==> src/design/rrts_pkg.sv <==
// Shared types and constants of the round robin thread scheduler.
package rrts_pkg;

   localparam int MAX_THREADS = 8;
   localparam int SLOT_W      = $clog2(MAX_THREADS);
   localparam int CNT_W       = $clog2(MAX_THREADS + 1);
   localparam int ID_W        = 8;
   localparam int ADDR_W      = 16;
   localparam int QU_W        = 16;

   localparam logic [QU_W-1:0] QUANTUM_RESET = 16'd100;

   // Thread call codes carried by a request beat.
   localparam logic [2:0] OP_CREATE = 3'd1;
   localparam logic [2:0] OP_EXIT   = 3'd2;
   localparam logic [2:0] OP_JOIN   = 3'd3;
   localparam logic [2:0] OP_YIELD  = 3'd4;

   // Thread status codes held in each slot.
   localparam logic [1:0] STATUS_READY   = 2'd0;
   localparam logic [1:0] STATUS_RUNNING = 2'd1;
   localparam logic [1:0] STATUS_BLOCKED = 2'd2;

   typedef struct packed {
      logic [2:0]        operation;
      logic              halted;
      logic [7:0]        step_cycles;
      logic [ADDR_W-1:0] start_address;
      logic [ID_W-1:0]   target_id;
   } rrts_req_type;

   typedef struct packed {
      logic              switched;
      logic [2:0]        save_slot;
      logic [2:0]        restore_slot;
      logic              fresh_start;
      logic [ADDR_W-1:0] entry_address;
      logic [ID_W-1:0]   created_id;
      logic              all_finished;
      logic [3:0]        live_threads;
   } rrts_rsp_type;

   typedef struct packed {
      logic              valid;
      logic [1:0]        status;
      logic [ID_W-1:0]   ident;
      logic [ADDR_W-1:0] entry;
      logic              started;
      logic [ID_W-1:0]   waits_for;
   } rrts_slot_type;

   // Effects of the thread call, applied before the switch decision.
   typedef struct packed {
      logic              finish;
      logic              block;
      logic              create;
      logic [SLOT_W-1:0] run_idx;
      logic [ID_W-1:0]   finish_id;
      logic [ID_W-1:0]   target;
      logic [SLOT_W-1:0] new_idx;
      logic [ID_W-1:0]   new_ident;
      logic [ADDR_W-1:0] new_entry;
   } rrts_op_type;

   // Switch, compaction and commit control for the cell row.
   typedef struct packed {
      logic              commit;
      logic              switch_en;
      logic [SLOT_W-1:0] next_idx;
      logic              remove;
      logic              mark_started;
      logic [SLOT_W-1:0] started_idx;
   } rrts_sw_type;

   localparam rrts_slot_type SLOT_EMPTY = '{
      valid: 1'b0, status: STATUS_READY, ident: '0, entry: '0, started: 1'b0, waits_for: '0
   };

   localparam rrts_slot_type SLOT_BOOT = '{
      valid: 1'b1, status: STATUS_RUNNING, ident: 8'd1, entry: '0, started: 1'b1,
      waits_for: '0
   };

endpackage

==> src/design/round_robin_thread_scheduler.sv <==
// Top level of the round robin thread scheduler: control, slot pick and the cell row.
//
// One request beat is one emulated instruction step: a thread call (create, exit,
// join, yield), a halt flag, the cycles it used and the call operands. A beat is taken
// at a clock edge with start high and busy low. The block answers each beat with exactly
// one response beat: rsp_valid is high for one cycle with rsp_data, and the receiver
// must take it then; there is no way to hold it off.
// The quantum register is written through csr_valid/csr_ready/csr_data; ready is
// always high and writes belong between steps.
// A step passes through an execute state, which applies the call, picks the next ready
// slot round robin and compacts the table in the row of slot cells, and then a response
// state that presents the response. busy is low in the response cycle, so the next beat
// can be taken at its end. When the accumulated cycle count is at least twice the
// quantum, the modulo goes through a bit-serial remainder unit in a divide state that
// lies between the execute and response states.
// Synchronous reset leaves thread 1 running in slot 0 with the quantum at 100.
module round_robin_thread_scheduler
   import rrts_pkg::*;
(
   input  logic            clock,
   input  logic            reset,
   input  logic            start,
   output logic            busy,
   input  rrts_req_type    req_data,
   output logic            rsp_valid,
   output rrts_rsp_type    rsp_data,
   input  logic            csr_valid,
   output logic            csr_ready,
   input  logic [QU_W-1:0] csr_data
);

   typedef enum logic [1:0] {S_IDLE, S_EXEC, S_DIV, S_RESP} state_type;

   state_type         state_ff, state_in;
   rrts_req_type      req_ff, req_in;
   logic [QU_W-1:0]   quantum_ff, quantum_in;
   logic [QU_W-1:0]   used_ff, used_in;
   logic [SLOT_W-1:0] run_ff, run_in;
   logic [SLOT_W-1:0] save_ff, save_in;
   logic [CNT_W-1:0]  count_ff, count_in;
   logic [ID_W-1:0]   last_id_ff, last_id_in;
   logic [ID_W-1:0]   created_ff, created_in;
   logic              sw_ff, sw_in;

   rrts_slot_type     slot_q [MAX_THREADS];
   rrts_slot_type     link_out [MAX_THREADS];
   rrts_slot_type     link_in [MAX_THREADS];
   logic [MAX_THREADS-1:0] ready_vec, valid_vec, match_vec, live_mask;

   rrts_op_type       op_cmd;
   rrts_sw_type       sw_cmd;
   rrts_slot_type     run_slot;

   logic              accept, in_exec;
   logic              run_live, halt_path, op_path;
   logic              op_create, op_exit, op_join, op_yield;
   logic              create_ok, join_hit, expired, want_sw, do_sw, remove;
   logic              wrap_once, reduce;
   logic [QU_W-1:0]   q_eff;
   logic [QU_W:0]     used_sum;
   logic [QU_W-1:0]   used_diff;
   logic [QU_W-1:0]   used_sat;
   logic [ID_W-1:0]   next_id;
   logic              pick_found;
   logic [SLOT_W-1:0] pick_idx, pick_cand, run_after;
   logic              rem_load, rem_active;
   logic [QU_W-1:0]   rem_value;

   // Row of slot cells; each passes its updated entry down one place on removal.
   for (genvar i = 0; i < MAX_THREADS; i++) begin : g_cell
      if (i == MAX_THREADS - 1) begin : g_top
         assign link_in[i] = SLOT_EMPTY;
      end else begin : g_mid
         assign link_in[i] = link_out[i+1];
      end

      rrts_cell u_cell (
         .clock      (clock),
         .reset      (reset),
         .cell_index (SLOT_W'(i)),
         .op         (op_cmd),
         .sw         (sw_cmd),
         .shift_in   (link_in[i]),
         .shift_out  (link_out[i]),
         .slot_out   (slot_q[i]),
         .ready_out  (ready_vec[i])
      );
   end

   rrts_rem u_rem (
      .clock     (clock),
      .reset     (reset),
      .load      (rem_load),
      .dividend  (used_ff),
      .divisor   (q_eff),
      .active    (rem_active),
      .remainder (rem_value)
   );

   always_comb begin
      for (int i = 0; i < MAX_THREADS; i++) begin
         valid_vec[i] = slot_q[i].valid;
         match_vec[i] = slot_q[i].valid && slot_q[i].ident == req_ff.target_id &&
                        SLOT_W'(i) != run_ff;
         live_mask[i] = CNT_W'(i) < count_ff;
      end
   end

   // Round robin pick: the nearest ready slot after the running one, wrapping.
   always_comb begin
      int j;
      pick_found = 1'b0;
      pick_idx   = run_ff;
      pick_cand  = run_ff;
      for (int off = MAX_THREADS - 1; off >= 1; off--) begin
         j = int'(run_ff) + off;
         if (j >= MAX_THREADS) begin
            j = j - MAX_THREADS;
         end
         pick_cand = SLOT_W'(j);
         if (ready_vec[pick_cand]) begin
            pick_found = 1'b1;
            pick_idx   = pick_cand;
         end
      end
   end

   assign run_slot  = slot_q[run_ff];
   assign accept    = start && !busy;
   assign in_exec   = state_ff == S_EXEC;
   assign q_eff     = (quantum_ff == '0) ? QU_W'(1) : quantum_ff;
   assign used_sum  = {1'b0, used_ff} + {{(QU_W - 8 + 1){1'b0}}, req_data.step_cycles};
   assign used_sat  = used_sum[QU_W] ? '1 : used_sum[QU_W-1:0];
   assign used_diff = used_ff - q_eff;

   // A finished running slot ignores the call and the halt flag.
   assign run_live  = run_slot.valid;
   assign halt_path = run_live && req_ff.halted;
   assign op_path   = run_live && !req_ff.halted;
   assign op_create = op_path && req_ff.operation == OP_CREATE;
   assign op_exit   = op_path && req_ff.operation == OP_EXIT;
   assign op_join   = op_path && req_ff.operation == OP_JOIN;
   assign op_yield  = op_path && req_ff.operation == OP_YIELD;
   assign create_ok = op_create && count_ff < CNT_W'(MAX_THREADS);
   assign join_hit  = op_join && (match_vec != '0);
   assign expired   = used_ff >= q_eff;
   assign want_sw   = !run_live || req_ff.halted || op_exit || op_yield ||
                      (op_path && (expired || join_hit || run_slot.status == STATUS_BLOCKED));
   assign do_sw     = want_sw && pick_found;
   assign remove    = op_exit && do_sw;
   assign reduce    = op_path && expired;
   assign wrap_once = used_diff[QU_W-1:0] < q_eff;
   assign rem_load  = in_exec && reduce && !wrap_once;
   assign run_after = (remove && pick_idx > run_ff) ? pick_idx - SLOT_W'(1) : pick_idx;

   // New ids count modulo 256 and never take the value zero.
   always_comb begin
      next_id = last_id_ff + ID_W'(1);
      if (next_id == '0) begin
         next_id = ID_W'(1);
      end
   end

   always_comb begin
      op_cmd.finish    = in_exec && (halt_path || op_exit);
      op_cmd.block     = in_exec && join_hit;
      op_cmd.create    = in_exec && create_ok;
      op_cmd.run_idx   = run_ff;
      op_cmd.finish_id = run_slot.ident;
      op_cmd.target    = req_ff.target_id;
      op_cmd.new_idx   = count_ff[SLOT_W-1:0];
      op_cmd.new_ident = next_id;
      op_cmd.new_entry = req_ff.start_address;

      sw_cmd.commit       = in_exec;
      sw_cmd.switch_en    = in_exec && do_sw;
      sw_cmd.next_idx     = pick_idx;
      sw_cmd.remove       = in_exec && remove;
      sw_cmd.mark_started = (state_ff == S_RESP) && sw_ff;
      sw_cmd.started_idx  = run_ff;
   end

   always_comb begin
      state_in   = state_ff;
      req_in     = req_ff;
      quantum_in = quantum_ff;
      used_in    = used_ff;
      run_in     = run_ff;
      save_in    = save_ff;
      count_in   = count_ff;
      last_id_in = last_id_ff;
      created_in = created_ff;
      sw_in      = sw_ff;

      if (csr_valid && csr_ready) begin
         quantum_in = csr_data;
      end

      unique case (state_ff)
         S_IDLE, S_RESP: begin
            if (accept) begin
               req_in   = req_data;
               used_in  = used_sat;
               state_in = S_EXEC;
            end else begin
               state_in = S_IDLE;
            end
         end
         S_EXEC: begin
            sw_in      = do_sw;
            save_in    = run_ff;
            run_in     = do_sw ? run_after : run_ff;
            created_in = create_ok ? next_id : '0;
            if (create_ok) begin
               count_in   = count_ff + CNT_W'(1);
               last_id_in = next_id;
            end else if (remove) begin
               count_in = count_ff - CNT_W'(1);
            end
            state_in = S_RESP;
            if (reduce) begin
               if (wrap_once) begin
                  used_in = used_diff[QU_W-1:0];
               end else begin
                  state_in = S_DIV;
               end
            end
         end
         S_DIV: begin
            if (!rem_active) begin
               used_in  = rem_value;
               state_in = S_RESP;
            end
         end
      endcase
   end

   always_ff @(posedge clock) begin
      if (reset) begin
         state_ff   <= S_IDLE;
         req_ff     <= '0;
         quantum_ff <= QUANTUM_RESET;
         used_ff    <= '0;
         run_ff     <= '0;
         save_ff    <= '0;
         count_ff   <= CNT_W'(1);
         last_id_ff <= ID_W'(1);
         created_ff <= '0;
         sw_ff      <= 1'b0;
      end else begin
         state_ff   <= state_in;
         req_ff     <= req_in;
         quantum_ff <= quantum_in;
         used_ff    <= used_in;
         run_ff     <= run_in;
         save_ff    <= save_in;
         count_ff   <= count_in;
         last_id_ff <= last_id_in;
         created_ff <= created_in;
         sw_ff      <= sw_in;
      end
   end

   assign busy      = (state_ff == S_EXEC) || (state_ff == S_DIV);
   assign rsp_valid = state_ff == S_RESP;
   assign csr_ready = 1'b1;

   always_comb begin
      rsp_data.switched      = sw_ff;
      rsp_data.save_slot     = sw_ff ? 3'(save_ff) : 3'd0;
      rsp_data.restore_slot  = 3'(run_ff);
      rsp_data.fresh_start   = sw_ff && !run_slot.started;
      rsp_data.entry_address = sw_ff ? run_slot.entry : '0;
      rsp_data.created_id    = created_ff;
      rsp_data.all_finished  = valid_vec == '0;
      rsp_data.live_threads  = 4'(count_ff);
   end

   a_rsp_follows_work: assert property (@(posedge clock) disable iff (reset)
      rsp_valid |-> $past(state_ff == S_EXEC || state_ff == S_DIV))
      else $error("response beat without a step in progress");

   a_table_bound: assert property (@(posedge clock) disable iff (reset)
      count_ff <= CNT_W'(MAX_THREADS) && (valid_vec & ~live_mask) == '0)
      else $error("valid slot beyond the table count");

   a_switch_lands: assert property (@(posedge clock) disable iff (reset)
      rsp_valid && rsp_data.switched |-> run_slot.valid && run_slot.status == STATUS_RUNNING)
      else $error("switch did not land on a running slot");

   a_accept_busy: assert property (@(posedge clock) disable iff (reset)
      start && !busy |=> busy)
      else $error("accepted step did not make the block busy");

   a_div_to_rsp: assert property (@(posedge clock) disable iff (reset)
      state_ff == S_DIV && !rem_active |=> rsp_valid)
      else $error("remainder done but no response beat");

endmodule

==> src/design/rrts_cell.sv <==
// One thread table slot; hands its updated entry to the lower neighbor for compaction.
module rrts_cell
   import rrts_pkg::*;
(
   input  logic              clock,
   input  logic              reset,
   input  logic [SLOT_W-1:0] cell_index,
   input  rrts_op_type       op,
   input  rrts_sw_type       sw,
   input  rrts_slot_type     shift_in,
   output rrts_slot_type     shift_out,
   output rrts_slot_type     slot_out,
   output logic              ready_out
);

   rrts_slot_type slot_ff, slot_in;
   rrts_slot_type slot_mid, slot_upd;

   // Call effects: finish with wakeup of joiners, join block, create.
   always_comb begin
      slot_mid = slot_ff;
      if (op.finish) begin
         if (cell_index == op.run_idx) begin
            slot_mid.valid = 1'b0;
         end else if (slot_ff.valid && slot_ff.status == STATUS_BLOCKED &&
                      slot_ff.waits_for == op.finish_id) begin
            slot_mid.status = STATUS_READY;
         end
      end
      if (op.block && cell_index == op.run_idx) begin
         slot_mid.status    = STATUS_BLOCKED;
         slot_mid.waits_for = op.target;
      end
      if (op.create && cell_index == op.new_idx) begin
         slot_mid.valid     = 1'b1;
         slot_mid.status    = STATUS_READY;
         slot_mid.ident     = op.new_ident;
         slot_mid.entry     = op.new_entry;
         slot_mid.started   = 1'b0;
         slot_mid.waits_for = '0;
      end
   end

   // Switch effects on top of the call effects.
   always_comb begin
      slot_upd = slot_mid;
      if (sw.switch_en) begin
         if (cell_index == op.run_idx && slot_mid.valid && slot_mid.status == STATUS_RUNNING) begin
            slot_upd.status = STATUS_READY;
         end
         if (cell_index == sw.next_idx) begin
            slot_upd.status = STATUS_RUNNING;
         end
      end
   end

   always_comb begin
      slot_in = slot_ff;
      if (sw.commit) begin
         // At and above the removed slot every cell takes its upper neighbor's entry.
         if (sw.remove && cell_index >= op.run_idx) begin
            slot_in = shift_in;
         end else begin
            slot_in = slot_upd;
         end
      end else if (sw.mark_started && cell_index == sw.started_idx) begin
         slot_in.started = 1'b1;
      end
   end

   always_ff @(posedge clock) begin
      if (reset) begin
         slot_ff <= (cell_index == '0) ? SLOT_BOOT : SLOT_EMPTY;
      end else begin
         slot_ff <= slot_in;
      end
   end

   assign shift_out = slot_upd;
   assign slot_out  = slot_ff;
   assign ready_out = slot_mid.valid && slot_mid.status == STATUS_READY;

endmodule

==> src/design/rrts_rem.sv <==
// Bit-serial remainder unit that reduces the used quantum count modulo the quantum.
module rrts_rem
   import rrts_pkg::*;
(
   input  logic            clock,
   input  logic            reset,
   input  logic            load,
   input  logic [QU_W-1:0] dividend,
   input  logic [QU_W-1:0] divisor,
   output logic            active,
   output logic [QU_W-1:0] remainder
);

   localparam int STEP_W = $clog2(QU_W + 1);

   logic [QU_W-1:0]   rem_ff, rem_in;
   logic [QU_W-1:0]   num_ff, num_in;
   logic [QU_W-1:0]   div_ff, div_in;
   logic [STEP_W-1:0] cnt_ff, cnt_in;
   logic [QU_W:0]     trial;
   logic [QU_W-1:0]   trial_sub;

   assign trial     = {rem_ff, num_ff[QU_W-1]};
   assign trial_sub = trial[QU_W-1:0] - div_ff;

   always_comb begin
      rem_in = rem_ff;
      num_in = num_ff;
      div_in = div_ff;
      cnt_in = cnt_ff;
      if (load) begin
         rem_in = '0;
         num_in = dividend;
         div_in = divisor;
         cnt_in = STEP_W'(QU_W);
      end else if (cnt_ff != '0) begin
         // The partial remainder stays below the divisor, so one bit in needs one subtract.
         if (trial >= {1'b0, div_ff}) begin
            rem_in = trial_sub;
         end else begin
            rem_in = trial[QU_W-1:0];
         end
         num_in = {num_ff[QU_W-2:0], 1'b0};
         cnt_in = cnt_ff - STEP_W'(1);
      end
   end

   always_ff @(posedge clock) begin
      if (reset) begin
         cnt_ff <= '0;
      end else begin
         cnt_ff <= cnt_in;
      end
   end

   always_ff @(posedge clock) begin
      rem_ff <= rem_in;
      num_ff <= num_in;
      div_ff <= div_in;
   end

   assign active    = cnt_ff != '0;
   assign remainder = rem_ff;

endmodule

==> config.mk <==
export PLATFORM = sky130hd
export DESIGN_NAME = round_robin_thread_scheduler
export DESIGN_NICKNAME = d
export VERILOG_FILES = /design/src/design/rrts_pkg.sv /design/src/design/round_robin_thread_scheduler.sv /design/src/design/rrts_cell.sv /design/src/design/rrts_rem.sv
export SDC_FILE = /design/constraint.sdc
export NUM_CORES = 1
export LEC_CHECK = 0
export BUFFER_PORTS_ARGS = -buffer_cell sky130_fd_sc_hd__buf_2
export CORE_MARGIN = 10
export CORE_UTILIZATION = 25
export DETAILED_ROUTE_END_ITERATION = 10
export SYNTH_ARGS = -nofsm -noshare
export SYNTH_HDL_FRONTEND = slang
export SYNTH_SLANG_ARGS = --single-unit
==> constraint.sdc <==
create_clock -name clock -period 6.75 [get_ports clock]
set_input_delay 1.35 -clock clock [delete_from_list [all_inputs] [get_ports clock]]
set_output_delay 1.35 -clock clock [all_outputs]
set_load 0.02 [all_outputs]
Word level (Yosys, flattened, before mapping)

Cells that the tools add are included.

Output and inout bits: 40
Input port bits: 56
Word-level logic and storage cells: 520
Register bits after elaboration: 430

Magnitude comparators: 28
Add/sub/neg operators: 22
Multiplexer cells: 166
Bitwise operators: 1
Equality and inequality tests: 73
Reduce and logical (&&, ||, !) cells: 164

Operators with widths:

| kind                                                                   | number |
|---|---|
| 36-bit two-way mux                                                     | 18 |
| 16-bit two-way mux                                                     | 10 |
| 8-bit equality test                                                    | 16 |
| 1-bit logical AND                                                      | 111 |
| 36-bit binary-select mux with 3-bit select                             | 1 |
| 2-bit two-way mux                                                      | 49 |
| 8-bit two-way mux                                                      | 10 |
| 3-bit two-way mux                                                      | 24 |
| 16-bit case mux with 3 select lines                                    | 1 |
| 1-bit two-way mux                                                      | 41 |
| 3-bit equality test (first input constant)                             | 12 |
| 4-bit >= comparator (second input constant)                            | 8 |
| 16-bit subtractor                                                      | 2 |
| 3-bit by 4-bit < comparator with 1-bit output (second input constant)  | 7 |
| 3-bit by 1-bit subtractor with 3-bit output (second input constant)    | 8 |
| 2-bit equality test (second input constant)                            | 11 |
| 2-bit nonzero test                                                     | 11 |
| 1-bit binary-select mux with 3-bit select                              | 7 |
| 2-bit by 1-bit equality test with 1-bit output (second input constant) | 9 |
| 2-bit by 3-bit equality test with 1-bit output (first input constant)  | 6 |
| 2-bit logical NOT                                                      | 9 |
| 16-bit by 8-bit adder with 17-bit output                               | 1 |
| 17-bit by 16-bit >= comparator with 1-bit output                       | 1 |
| 3-bit by 3-bit adder with 4-bit output (second input constant)         | 4 |
| other kinds (38)                                                       | 77 |

Depth between registers and ports, before layout

Word-level depth: 28
Depth in mapped cells: 33
Gate-level depth less buffers: 26

Modules after synthesis

Synthesis repeated with hierarchy kept, for this count alone.

Cells, all modules: 3444
Area total of the unflattened synthesis: 33527.2 sq um

By module, submodules not included:

| module                       | sequential area each (sq um) | area each (sq um) | cells each | times used |
|---|---|---|---|---|
| rrts_cell                    | 1081.0                       | 2671.3            | 258        | 8 |
| round_robin_thread_scheduler | 1781.7                       | 9133.8            | 1098       | 1 |
| rrts_rem                     | 1381.3                       | 3022.9            | 282        | 1 |

Worst setup path before layout

OpenSTA, ideal clock, no wires.

Kind: register -> register
From: register run_ff[0]
To: register run_ff[0]
Data arrival time: 6.117 ns
Library setup time: 0.128 ns
Data required time: 6.622 ns
Stages on the path, launching flop included: 32
Buffers on the path: 8
Clock period less this slack: 6.245 ns
Slack: 0.505 ns
Path through: dfxtp_1 -> buf_6 -> buf_6 -> buf_6 -> clkbuf_1 -> inv_1 -> clkbuf_1 -> clkbuf_1 -> ha_1 -> nand2_1 -> nand3_1 -> nor3_1 -> nor4_4 -> a311oi_2 -> nand3_1 -> buf_2 -> and2_1 -> a311oi_1 -> a2111o_1 -> a21boi_4 -> o211a_1 -> o31a_1 -> nor2b_1 -> buf_2 -> ha_1 -> nand3_1 -> o21ai_0 -> a211oi_1 -> xnor2_1 -> nand2_1 -> xnor2_1 -> nor2_1

Longest elaborated chain between the ends: 26
Elaborated cells between the ends (all ways): 209
Classes of those cells: 15 x add/sub; 8 x order compare; 23 x eq/ne; 87 x mux; 1 x bitwise; 75 x reduce/logical

RTL lines:

| element                                                                             | line                                | text |
|---|---|---|
| start: declaration                                                                  | round_robin_thread_scheduler.sv:38  | `logic [SLOT_W-1:0] run_ff, run_in;` |
| start signal: assignment                                                            | round_robin_thread_scheduler.sv:255 | `run_ff <= run_in;` |
| branches (longest 26 deep; another with 36-bit binary-select mux with 3-bit select) | --                                  |  |

Several ways; the timed one is not identified. The select of a mux whose other input is x is not followed.
A chain may end at the register's enable or synchronous reset.

Worst setup path in the final report

Same ends and word-level chain as after synthesis.

==> results.tsv <==
stage	metric	value	unit
global_route	grt_max_degree	137	
floorplan	dieWidth	347	µm
critical_path	cp_slowest_cell	dfxtp_4	
power	power_density	315	nW/µm²
yosys	syn_area	26700	µm²
critical_path	crit_top_cell	xnor2_1	
sta	tns	0	ns
place	dp_hpwl	75200	µm
yosys	syn_inst	3309	
place	numPortBuffers	94	
sta	tightest_slew	1.07	ns
global_route	use_met3	0.0307	
yosys	syn_area_per_cell	8.07	µm²
global_route	antenna_found_initial	3	
critical_path	path_depth	25	
floorplan	die_y	347	µm
finish	utilization	0.286	
route	dr.pass1.iters	5	
yosys	synthFlopType	dfxtp_1	
global_route	use_met2	0.259	
clocking	root_buffer	clkbuf_16	
yosys	synth-seq-cells	430	
critical_path	cp_data_required_time	7.20	ns
route	wl_per_cell	22.9	µm
floorplan	core_area	106000	µm²
yosys	synth_edf_count	32	
floorplan	die_area	120000	µm²
critical_path	critPathMaxFanout	27	
sta	hold_violations	0	
clocking	cts_setup_buffers	0	
clocking	ctsLongestPathBuffers	3	
critical_path	critPathTopFamily	compound AO/OA/AOI/OAI gates	
global_route	track_usage	0.169	
job	max_cap_violations	0	
yosys	synth_top_area_cell	dfxtp_1	
global_route	overflow	0	
sta	timing.final.crit_share	0.942	
yosys	synth_warnings	0	
clocking	cts_max_level	2	
yosys	synthArstFlopShare	0	
run_status	status	complete, no violations	
hold_path	hold_class	register to register	
critical_path	critPathMaxStageDelay	0.65	ns
floorplan	initial_core_util	0.253	
clocking	cts_buffers	48	
sta	finalSetupViolations	0	
critical_path	cp-start-kind	register	
finish	n_antenna_cell	0	
clocking	worstSkewPairLatency	0.62	ns
clocking	postCtsHoldBufs	0	
route	antenna_left	0	
place	gp_congestion	0.994	
sta	slew-limit-headroom	0.288	
global_route	busiest_layer	met2	
sta	period_minus_slack	6.36	ns
floorplan	io_pins	96	
critical_path	arrival	6.81	ns
route	viasPerCell	5.41	
sta	rsz0062_at_grt	false	
yosys	synthTopCellsByArea	dfxtp_1, nand2_1, nor2_1	
yosys	synth_seq_area_share	0.334	
global_route	use_met1	0.234	
route	post-route-drc-count	0	
yosys	synthesis.nets	3449	
route	drt-initial-drc-count	3013	
critical_path	endpoint_kind	register	
route	drt_wl_total	108000	µm
clocking	clk_pin_slew_worst_paths	0.06	ns
yosys	synth.distinct_cells	107	
sta	slew_viol_final	0	
finish	nNetsFinal	3416	
global_route	grt_pass1_vias	23800	
sta	fmax	157	MHz
floorplan	rows	119	
critical_path	worst-path-buf-inv	2	
finish	fillers	11400	
critical_path	r2r_cells	25	
power	ir_drop	198	µV
critical_path	critical_path_class	register to register	
power	leakagePower	11.3	nW
global_route	grt_first_pass_wirelength	158000	µm
route	vias	25400	
clocking	tritoncts	done	
finish	area_delta_synth_final	13.1	%
clocking	cts_resized	0	
hold_path	min_path_cells	2	
clocking	numClockSinks	430	
sta	fin_worst_skew	0.0389	ns
yosys	netlist.area_leader.share	0.298	
finish	drive_gt1_frac	0.144	
-- worst min-delay path, stage by stage (launching register included) --
cell     delay, ns
dfxtp_1       0.31
nand2_1       0.06
a21oi_1       0.05
-- layer usage --
metal  wire length [µm]  up-vias
li1                   -    11800
met1              47600    12300
met2              46700     1180
met3               9280      191
met4               4040        0
met5                  0        -
-- worst paths after layout --
check,endpoint,slack (ns),start
worst max register to register,run_ff[0],0.39,run_ff[0]
worst min register to register,created_ff[4],0.46,created_ff[4]
worst min-delay path,created_ff[4],0.46,created_ff[4]
worst max-delay path,run_ff[0],0.39,run_ff[0]
-- cell usage after synthesis (13+ instances only) --
master and instances:
a221oi_1 14, xnor2_1 101, xor2_1 53, a211oi_1 52, a21o_1 13, nand3_1 83, ha_1 80, edfxtp_1 32
o21ai_0 81, buf_2 49, mux2i_1 97, mux4_2 35, o21a_1 15, nor2b_1 22, buf_4 24, dfxtp_1 398
o221a_2 41, nand2_1 461, mux2_2 25, a21oi_1 240, nor3_1 113, nand4_1 26, a21boi_0 30, o211ai_1 23
a311oi_1 42, o22ai_1 35, clkbuf_1 189, buf_1 16, or3_1 27, nor2_1 420, inv_1 84, nor4_1 30
and3_1 55, a22oi_1 28, nor4_2 17, a31oi_1 17
-- state kept, by name, indices dropped and copies added, names as in the netlist --
signal                  count
last_id_ff                  8
u_rem.num_ff               16
g_cell.u_cell.slot_out    288
created_ff                  8
op_cmd                     24
quantum_ff                 16
used_ff                    16
state_ff                    2
run_ff                      3
u_rem.cnt_ff                5
u_rem.remainder            16
save_ff                     3
req_ff                      4
sw_ff                       1
count_ff                    4
u_rem.div_ff               16
-- final cells by class --
class / instances / area [µm²] / share of cell area
Tap cell: 1391 / 1740 / 0.0576
Inverter: 85 / 319 / 0.0106
Timing Repair Buffer: 206 / 1370 / 0.0454
Multi-Input combinational cell: 2505 / 16200 / 0.537
Clock inverter: 20 / 248 / 0.00820
Sequential cell: 430 / 8940 / 0.296
Clock buffer: 65 / 1380 / 0.0456
-- logic make-up (layout without fill, tap and decap cells) --
| family | after synthesis | after routing | synth area share |
|---|---|---|---|
| and+or+nand+nor | 1345 | 1345 | 0.233 |
| adders and majority gates | 84 | 84 | 0.0405 |
| buffers and inverters | 374 | 376 | 0.0611 |
| AOI/OAI and AO/OA | 754 | 754 | 0.199 |
| muxes | 167 | 167 | 0.0812 |
| xor gates and xnor gates | 154 | 154 | 0.0505 |
| other | 1 | 1 | 0.000140 |
| DFF | 430 | 430 | 0.334 |
-- cells in the final DEF, fill, tap and decap left out, drive strengths merged, types with 39 or more instances in the layout --
cell,count
nand2,465
nor2,421
dfxtp,398
a21oi,243
buf,206
nor3,123
xnor2,101
mux2i,97
inv,87
o21ai,86
nand3,83
ha,80
clkbuf,65
and3,56
xor2,53
a211oi,52
nor4,48
o221a,44
a311oi,43
o22ai,39
-- through the flow --
| step | setup WS, ns | cells | hold WS (ns) | power (W) | cell area (µm²) |
|---|---|---|---|---|---|
| CTS | 0.464 | 4702 | 0.464 | 0.00951 | 30200 |
| global route | 0.0303 | 4702 | 0.487 | 0.0100 | 30200 |
| floorplan | 0.505 | 3309 | 0.445 | 0.00565 | 26700 |
| detailed placement | 0.516 | 4617 | 0.448 | 0.00670 | 28600 |
| global placement | 0.423 | 4617 | 0.449 | 0.00669 | 28600 |
| finish | 0.392 | 4702 | 0.461 | 0.00952 | 30200 |
-- report_power, final --
part           internal (W)  switching [W]
Combinational       0.00134        0.00223
Clock               0.00162        0.00116
Sequential          0.00287       0.000299
Total               0.00583        0.00369
Note: power is estimated with default switching activity, not from simulation.
